[src/hw/rtl/recs_pkg.sv]
// Package for the reciprocating endpoint cycle sequencer: widths, opcodes,
// motion commands, run phases and configuration register indexes.
// Depends on nothing; used by reciprocating_endpoint_cycle_sequencer.
package recs_pkg;

    // Position and cycle counter widths
    localparam int POSITION_BITS = 32;
    localparam int COUNT_BITS    = 32;
    // Dwell length and cycle goal registers are fixed at 32 bits
    localparam int TICK_BITS     = 32;
    localparam int GOAL_BITS     = 32;
    // Config write data is as wide as the widest register
    localparam int CFG_DATA_BITS = (POSITION_BITS > 32) ? POSITION_BITS : 32;
    localparam int CFG_IDX_BITS  = 3;

    typedef logic signed [POSITION_BITS-1:0] pos_t;
    typedef logic [COUNT_BITS-1:0]           count_t;
    typedef logic [TICK_BITS-1:0]            tick_t;

    typedef enum logic [1:0] {
        OP_TICK  = 2'd0,
        OP_START = 2'd1,
        OP_PAUSE = 2'd2,
        OP_STOP  = 2'd3
    } op_t;

    typedef enum logic [1:0] {
        CMD_NONE  = 2'd0,
        CMD_MOVE  = 2'd1,
        CMD_DECEL = 2'd2,
        CMD_HOLD  = 2'd3
    } cmd_t;

    typedef enum logic [1:0] {
        PH_IDLE  = 2'd0,
        PH_RUN   = 2'd1,
        PH_PAUSE = 2'd2,
        PH_STOP  = 2'd3
    } phase_t;

    localparam logic [CFG_IDX_BITS-1:0] CFG_ENDPOINT_A  = 3'd0;
    localparam logic [CFG_IDX_BITS-1:0] CFG_ENDPOINT_B  = 3'd1;
    localparam logic [CFG_IDX_BITS-1:0] CFG_DWELL_TICKS = 3'd2;
    localparam logic [CFG_IDX_BITS-1:0] CFG_CYCLE_GOAL  = 3'd3;
    localparam logic [CFG_IDX_BITS-1:0] CFG_LIVE_EN     = 3'd4;

    // One result beat
    typedef struct packed {
        cmd_t   motion_command;
        pos_t   target_position;
        phase_t run_status;
        count_t cycles_count;
        logic   in_dwell_flag;
        logic   rejected;
    } result_t;

endpackage

[src/hw/rtl/reciprocating_endpoint_cycle_sequencer.sv]
// Reciprocating endpoint cycle sequencer: top level with input register,
// single-pass step logic, state registers and result register.
// Depends on recs_pkg.
//
// Sequences an A/B endurance run. Every input beat (a 1 ms tick or a start,
// pause or stop command) produces exactly one result beat carrying the motion
// command for the motor, the target endpoint on a move, the run phase, the
// completed cycle count, the dwell flag and a reject flag. Throughput is one
// beat per clock while m_ready does not stall the result register: the input
// beat lands in an input register, the step logic (two position subtracts, an
// absolute-distance compare, the dwell down counter and the saturating cycle
// counter) is combinational from there, and the result lands in an output
// register. The output register and input register each keep accepting while
// downstream takes the previous beat; a stall on m_ready backs up through
// both. Configuration writes (cfg_we, cfg_index, cfg_wdata) take effect at
// the clock edge and must only be issued with no beat in flight; clearing
// live_enabled forces the run phase to idle. There is no reset sweep: the
// block takes beats right after aresetn is released.
module reciprocating_endpoint_cycle_sequencer (
    input  logic                                 aclk,
    input  logic                                 aresetn,
    // Configuration write port
    input  logic                                 cfg_we,
    input  logic [recs_pkg::CFG_IDX_BITS-1:0]    cfg_index,
    input  logic [recs_pkg::CFG_DATA_BITS-1:0]   cfg_wdata,
    // Input channel
    input  logic                                 s_valid,
    output logic                                 s_ready,
    input  logic [1:0]                           s_operation,
    input  logic                                 s_motor_at_target,
    input  logic signed [recs_pkg::POSITION_BITS-1:0] s_motor_position,
    // Result channel
    output logic                                 m_valid,
    input  logic                                 m_ready,
    output logic [1:0]                           m_motion_command,
    output logic signed [recs_pkg::POSITION_BITS-1:0] m_target_position,
    output logic [1:0]                           m_run_status,
    output logic [recs_pkg::COUNT_BITS-1:0]      m_cycles_count,
    output logic                                 m_in_dwell_flag,
    output logic                                 m_rejected
);
    import recs_pkg::*;

    localparam int DIST_BITS = POSITION_BITS + 1;

    // Configuration registers
    pos_t                endpoint_a_reg;
    pos_t                endpoint_b_reg;
    tick_t               dwell_ticks_reg;
    logic [GOAL_BITS-1:0] cycle_goal_reg;
    logic                live_enabled_reg;

    // Sequencer state
    phase_t run_phase_reg,   run_phase_next;
    logic   last_side_a_reg, last_side_a_next;
    count_t cycles_done_reg, cycles_done_next;
    logic   dwelling_reg,    dwelling_next;
    tick_t  dwell_left_reg,  dwell_left_next;

    // Input register
    logic   in_valid_reg;
    op_t    in_op_reg;
    logic   in_at_target_reg;
    pos_t   in_pos_reg;

    // Result register
    logic    out_valid_reg;
    result_t out_reg, out_next;

    logic advance;   // result register can take a new beat
    logic fire;      // step runs on the beat in the input register

    assign advance = !out_valid_reg || m_ready;
    assign fire    = in_valid_reg && advance;
    assign s_ready = !in_valid_reg || advance;

    // ---------------- input register ----------------
    always_ff @(posedge aclk) begin
        if (!aresetn) begin
            in_valid_reg <= 1'b0;
        end else if (s_ready) begin
            in_valid_reg <= s_valid;
        end
    end

    always_ff @(posedge aclk) begin
        if (s_valid && s_ready) begin
            in_op_reg        <= op_t'(s_operation);
            in_at_target_reg <= s_motor_at_target;
            in_pos_reg       <= s_motor_position;
        end
    end

    // ---------------- step logic ----------------
    logic signed [DIST_BITS-1:0] diff_a, diff_b;
    logic [DIST_BITS-1:0]        dist_a, dist_b;
    logic                        nearer_a;

    // Distance of the motor to each endpoint, one bit wider so it cannot wrap
    assign diff_a   = DIST_BITS'(in_pos_reg) - DIST_BITS'(endpoint_a_reg);
    assign diff_b   = DIST_BITS'(in_pos_reg) - DIST_BITS'(endpoint_b_reg);
    assign dist_a   = diff_a[DIST_BITS-1] ? DIST_BITS'(-diff_a) : DIST_BITS'(diff_a);
    assign dist_b   = diff_b[DIST_BITS-1] ? DIST_BITS'(-diff_b) : DIST_BITS'(diff_b);
    assign nearer_a = dist_a < dist_b;   // a tie counts as side B

    always_comb begin
        cmd_t   cmd;
        pos_t   target;
        logic   rej;
        tick_t  dwell_dec;
        count_t cnt;
        logic   side_a;

        cmd              = CMD_NONE;
        target           = '0;
        rej              = 1'b0;
        run_phase_next   = run_phase_reg;
        last_side_a_next = last_side_a_reg;
        cycles_done_next = cycles_done_reg;
        dwelling_next    = dwelling_reg;
        dwell_left_next  = dwell_left_reg;
        dwell_dec        = (dwell_left_reg != '0) ? dwell_left_reg - 1'b1 : '0;
        cnt              = cycles_done_reg;
        side_a           = last_side_a_reg;

        unique case (in_op_reg)
            OP_START: begin
                if (!live_enabled_reg) begin
                    rej = 1'b1;
                end else begin
                    cycles_done_next = '0;
                    last_side_a_next = 1'b1;
                    // a start while already running keeps the move and dwell going
                    if (run_phase_reg != PH_RUN) begin
                        dwelling_next = 1'b0;
                        cmd           = CMD_MOVE;
                        target        = endpoint_b_reg;
                    end
                    run_phase_next = PH_RUN;
                end
            end
            OP_PAUSE: begin
                if (run_phase_reg == PH_RUN) begin
                    run_phase_next = PH_PAUSE;
                end else begin
                    rej = 1'b1;
                end
            end
            OP_STOP: begin
                cmd            = CMD_DECEL;
                run_phase_next = PH_STOP;
            end
            OP_TICK: begin
                if (live_enabled_reg) begin
                    unique case (run_phase_reg)
                        PH_RUN: begin
                            if (dwelling_reg) begin
                                dwell_left_next = dwell_dec;
                                if (dwell_dec == '0) begin
                                    dwelling_next = 1'b0;
                                    cmd           = CMD_MOVE;
                                    target = last_side_a_reg ? endpoint_b_reg : endpoint_a_reg;
                                end
                            end else if (in_at_target_reg) begin
                                if (nearer_a) begin
                                    // arriving at A from B closes one cycle
                                    if (!last_side_a_reg && (cycles_done_reg != '1)) begin
                                        cnt = cycles_done_reg + 1'b1;
                                    end
                                    side_a = 1'b1;
                                end else begin
                                    side_a = 1'b0;
                                end
                                last_side_a_next = side_a;
                                cycles_done_next = cnt;
                                if (GOAL_BITS'(cnt) >= cycle_goal_reg) begin
                                    run_phase_next = PH_IDLE;
                                    cmd            = CMD_HOLD;
                                end else begin
                                    dwelling_next   = 1'b1;
                                    dwell_left_next = dwell_ticks_reg;
                                end
                            end
                        end
                        PH_PAUSE: begin
                            cmd = CMD_DECEL;
                        end
                        PH_STOP: begin
                            cmd            = CMD_HOLD;
                            dwelling_next  = 1'b0;
                            run_phase_next = PH_IDLE;
                        end
                        PH_IDLE: begin
                        end
                        default: begin
                        end
                    endcase
                end
            end
            default: begin
            end
        endcase

        out_next.motion_command  = cmd;
        out_next.target_position = (cmd == CMD_MOVE) ? target : '0;
        out_next.run_status      = run_phase_next;
        out_next.cycles_count    = cycles_done_next;
        out_next.in_dwell_flag   = dwelling_next;
        out_next.rejected        = rej;
    end

    // ---------------- config and state registers ----------------
    always_ff @(posedge aclk) begin
        if (!aresetn) begin
            endpoint_a_reg   <= '0;
            endpoint_b_reg   <= POSITION_BITS'(-6400);
            dwell_ticks_reg  <= TICK_BITS'(5000);
            cycle_goal_reg   <= GOAL_BITS'(10);
            live_enabled_reg <= 1'b0;
            run_phase_reg    <= PH_IDLE;
            last_side_a_reg  <= 1'b1;
            cycles_done_reg  <= '0;
            dwelling_reg     <= 1'b0;
            dwell_left_reg   <= '0;
        end else begin
            if (fire) begin
                run_phase_reg   <= run_phase_next;
                last_side_a_reg <= last_side_a_next;
                cycles_done_reg <= cycles_done_next;
                dwelling_reg    <= dwelling_next;
                dwell_left_reg  <= dwell_left_next;
            end
            // config writes must only arrive with the pipe empty; the block does not enforce it
            if (cfg_we) begin
                unique case (cfg_index)
                    CFG_ENDPOINT_A:  endpoint_a_reg  <= cfg_wdata[POSITION_BITS-1:0];
                    CFG_ENDPOINT_B:  endpoint_b_reg  <= cfg_wdata[POSITION_BITS-1:0];
                    CFG_DWELL_TICKS: dwell_ticks_reg <= cfg_wdata[TICK_BITS-1:0];
                    CFG_CYCLE_GOAL:  cycle_goal_reg  <= cfg_wdata[GOAL_BITS-1:0];
                    CFG_LIVE_EN: begin
                        live_enabled_reg <= cfg_wdata[0];
                        if (!cfg_wdata[0]) begin
                            run_phase_reg <= PH_IDLE;
                        end
                    end
                    default: begin
                    end
                endcase
            end
        end
    end

    // ---------------- result register ----------------
    always_ff @(posedge aclk) begin
        if (!aresetn) begin
            out_valid_reg <= 1'b0;
        end else if (advance) begin
            out_valid_reg <= in_valid_reg;
        end
    end

    always_ff @(posedge aclk) begin
        if (fire) begin
            out_reg <= out_next;
        end
    end

    assign m_valid           = out_valid_reg;
    assign m_motion_command  = out_reg.motion_command;
    assign m_target_position = out_reg.target_position;
    assign m_run_status      = out_reg.run_status;
    assign m_cycles_count    = out_reg.cycles_count;
    assign m_in_dwell_flag   = out_reg.in_dwell_flag;
    assign m_rejected        = out_reg.rejected;

`ifndef SYNTHESIS
    // target is only driven on a move
    a_target_only_on_move: assert property (@(posedge aclk) disable iff (!aresetn)
        m_valid && (m_motion_command != CMD_MOVE) |-> m_target_position == '0)
        else $error("target position set without a move command");

    // a refused command never moves the motor
    a_reject_no_cmd: assert property (@(posedge aclk) disable iff (!aresetn)
        m_valid && m_rejected |-> m_motion_command == CMD_NONE)
        else $error("rejected beat carries a motion command");

    // the cycle count only changes when a beat is processed
    a_count_only_on_step: assert property (@(posedge aclk) disable iff (!aresetn)
        !fire |=> $stable(cycles_done_reg))
        else $error("cycle count changed without a step");

    // entering the running phase takes a start command
    a_run_needs_start: assert property (@(posedge aclk) disable iff (!aresetn)
        fire && (run_phase_next == PH_RUN) && (run_phase_reg != PH_RUN)
            |-> in_op_reg == OP_START)
        else $error("run phase entered without start");
`endif

endmodule
[config.mk]
export PLATFORM = sky130hd
export DESIGN_NAME = reciprocating_endpoint_cycle_sequencer
export DESIGN_NICKNAME = d
export VERILOG_FILES = /design/src/hw/rtl/recs_pkg.sv /design/src/hw/rtl/reciprocating_endpoint_cycle_sequencer.sv
export SDC_FILE = /design/constraint.sdc
export NUM_CORES = 1
export LEC_CHECK = 0
export ABC_AREA = 1
export ABC_CLOCK_PERIOD_IN_PS = 10650
export BUFFER_PORTS_ARGS = -buffer_cell sky130_fd_sc_hd__buf_4
export CELL_PAD_IN_SITES_DETAIL_PLACEMENT = 2
export CELL_PAD_IN_SITES_GLOBAL_PLACEMENT = 2
export CORE_UTILIZATION = 37
export DETAILED_ROUTE_END_ITERATION = 6
export GPL_TIMING_DRIVEN = 0
export PLACE_DENSITY = 0.87
export SETUP_SLACK_MARGIN = 0.5
export SLEW_MARGIN = 30
export SYNTH_ARGS = -nofsm -noshare
export SYNTH_HDL_FRONTEND = slang
export SYNTH_SLANG_ARGS = --single-unit
[constraint.sdc]
create_clock -name aclk -period 10.65 [get_ports aclk]
set_input_delay 1.5975 -clock aclk [delete_from_list [all_inputs] [get_ports aclk]]
set_output_delay 1.5975 -clock aclk [all_outputs]
set_load 0.02 [all_outputs]
==> reports/metrics.csv <==
metric,value,unit
CTS sink count,304,
global-route wire length before repair,181000,µm
Worst Tran Pin Value,1020,ps
"Hold Violations, Final",0,
Synth area leader,dfxtp_1,
M1 WL,49200,µm
leakage,0.0127,µW
simple-gate area share of the yosys netlist,0.325,
setup TNS,0,ps
port buffer count,146,
via/cell ratio,5.74,
Worst Reg-to-Reg Cells,41,
Yosys warnings,0,
overall power,4040,µW
hold-fix buffers at CTS,0,
pin count of the biggest net entering global routing,39,
1st-iter DRT viols,1578,
"most common cell after layout, fill and taps aside",nand2_1,
# nets final,4113,
DR WL/cell,25.4,µm
Synth top area share,0.169,
area grow syn2layout,14.7,%
Max Slew Vio Count,0,
Synth Register Bits,304,
CP arrival,9560,ps
clock buffer depth,3,
# Post-CTS Setup Buffers,0,
"EDFF count, synth",105,
crit path kind,flip-flop to flip-flop,
Post-Synth XOR/XNOR Area,0.0313,
Crit. End Element,flip-flop,
Routed met3 length,5140,µm
Detailed Route WL,122000,µm
asr flop ratio synth,0,
vias,27400,
Initial Util,0.374,
antenna-violating nets left,0,
Final Hold Slack,477,ps
Clock Latency Late Sink,580,ps
hpwl dp,94000,µm
Critical Path Max Stage Delay,880,ps
run status,completed,
maximum VDD drop,99.3,µV
highest-count cells in the layout ignoring fill and taps,"nand2_1, inv_1, nor2_1",
Cell Pwr Density,150,nW/µm²
Synth Flop Type,dfxtp_1,
Max Used Layer,met4,
fin crit share,0.853,
core region area,63000,µm²
drt first pass iters,5,
RD Place Congestion,0.973,
IO Pins,147,
cell count after synthesis,3712,
"Setup violations, final",0,
Cell variety after synth,44,
"Avg Cell Area, Syn",6.34,µm²
CTS H-tree lvls,2,
CP startpoint kind,flip-flop,
Fmax,110,MHz
min setup slack post-route,1570,ps
Crit path top cell by count,nand2_1,
top post-synthesis cells by area,"dfxtp_1, nand2_1, edfxtp_1",
setup slack at placement,1990,ps
Die Wd,254,µm
"CTS clk-pin slew, worst paths",70,ps
Util after Layout,0.428,
max-capacitance violation count,0,
proportion of synthesized area in mux cells,0,
number of global-route vias before repair,29900,
Critical Path RT,11130,ps
slew margin rel.,0.310,
largest family of logic cells by synthesized area,simple AND/OR/NAND/NOR gates,
minimum clock period,9080,ps
Post-Syn Nets,3925,
adder-cell share of the synthesized area,0.0740,
Post-Syn Area,23500,µm²
Site Rows,92,
Die ar.,64600,µm²
Slowest cell on crit path,o21ai_0,
compound-cell area share of the yosys netlist,0.157,
Root Buffer,clkbuf_16,
total gr overflow,0,
unrepaired setup endpoints after global routing,no,
Met2 Wirelength,59100,µm
sequential-to-total area share from yosys stat,0.303,
die extent in y,254,µm
layout cells sized above 1,0.0703,
post-route DRC violation count,0,
initial antenna violation count,2,
CTS tree,built,
CP Max Fanout,10,
HP Class,flip-flop to flip-flop,
Hold Path Stages,2,
post-CTS resize count,0,
CTS buffer count,38,
GR Util All Layers,0.372,
final setup skew,31.6,ps
cell type report:
class                           count  area (µm²)
Clock inverter                     11         141
Multi-Input combinational cell   2736       13800
Timing Repair Buffer              148        1140
Tap cell                          846        1060
Sequential cell                   304        7140
Inverter                          550        2070
Antenna cell                        2        5.00
Clock buffer                       56        1090
Buffer                            122         500
Fill cell                        7883       36000
per-layer routing:
| metal | up-vias | GRT usage |
|---|---|---|
| li1 | 12500 | - |
| met1 | 13700 | 0.430 |
| met2 | 885 | 0.653 |
| met3 | 385 | 0.0445 |
| met4 | 0 | 0.234 |
| met5 | - | 0 |
path summary, 6_finish.rpt:
check / start / endpoint / slack [ps]
hold reg to reg: cycle_goal_reg[9]$_SDFFE_PN0P_ / cycle_goal_reg[9]$_SDFFE_PN0P_ / 480
setup reg to reg: in_pos_reg[1]$_DFFE_PP_ / dwell_left_reg[20]$_SDFFE_PN0P_ / 1570
hold / removal: cycle_goal_reg[9]$_SDFFE_PN0P_ / cycle_goal_reg[9]$_SDFFE_PN0P_ / 480
setup / recovery: in_pos_reg[1]$_DFFE_PP_ / dwell_left_reg[20]$_SDFFE_PN0P_ / 1570
cells in the mapped netlist, types with 74 or more instances:
cell type and count:
nand2_1 1024, o21ai_0 296, nand3_1 229, nand4_1 74
xor2_1 77, a21oi_1 294, nor2_1 360, edfxtp_1 105
clkbuf_1 98, inv_1 544, dfxtp_1 199, ha_1 136
stage by stage:
step | std cells | instance area [µm²]
after global placement | 4704 | 25700
after floorplan | 3712 | 23500
after CTS | 4773 | 27000
after global routing | 4773 | 27000
after detailed placement | 4706 | 25700
final | 4775 | 27000
power breakdown:
group | switching, µW | leakage, µW | total [µW] | internal [µW]
clock | 583 | 0.000601 | 1370 | 786
combinational | 970 | 0.00942 | 1370 | 402
sequential | 45.8 | 0.00265 | 1300 | 1250
total | 1600 | 0.0127 | 4040 | 2440
cell families (layout without fill, tap and decap cells):
logic type,count (synthesis),in the layout
adder cells (fa/ha/maj),138,138
other,0,2
XOR/XNOR,84,84
AND/OR/NAND/NOR,1811,1811
AO/OA/AOI/OAI,703,703
buffers and inverters,672,887
flip-flops,304,304
critical path: cells and delay by family, from the launching register on:
| kind | cells | cell delay, ps |
|---|---|---|
| AO/OA/AOI/OAI | 9 | 2180 |
| AND/OR/NAND/NOR | 20 | 2860 |
| buffers and inverters | 9 | 2260 |
| adder cells (fa/ha/maj) | 3 | 1170 |
| flip-flops | 1 | 510 |
Note: power is estimated with default switching activity, not from simulation.
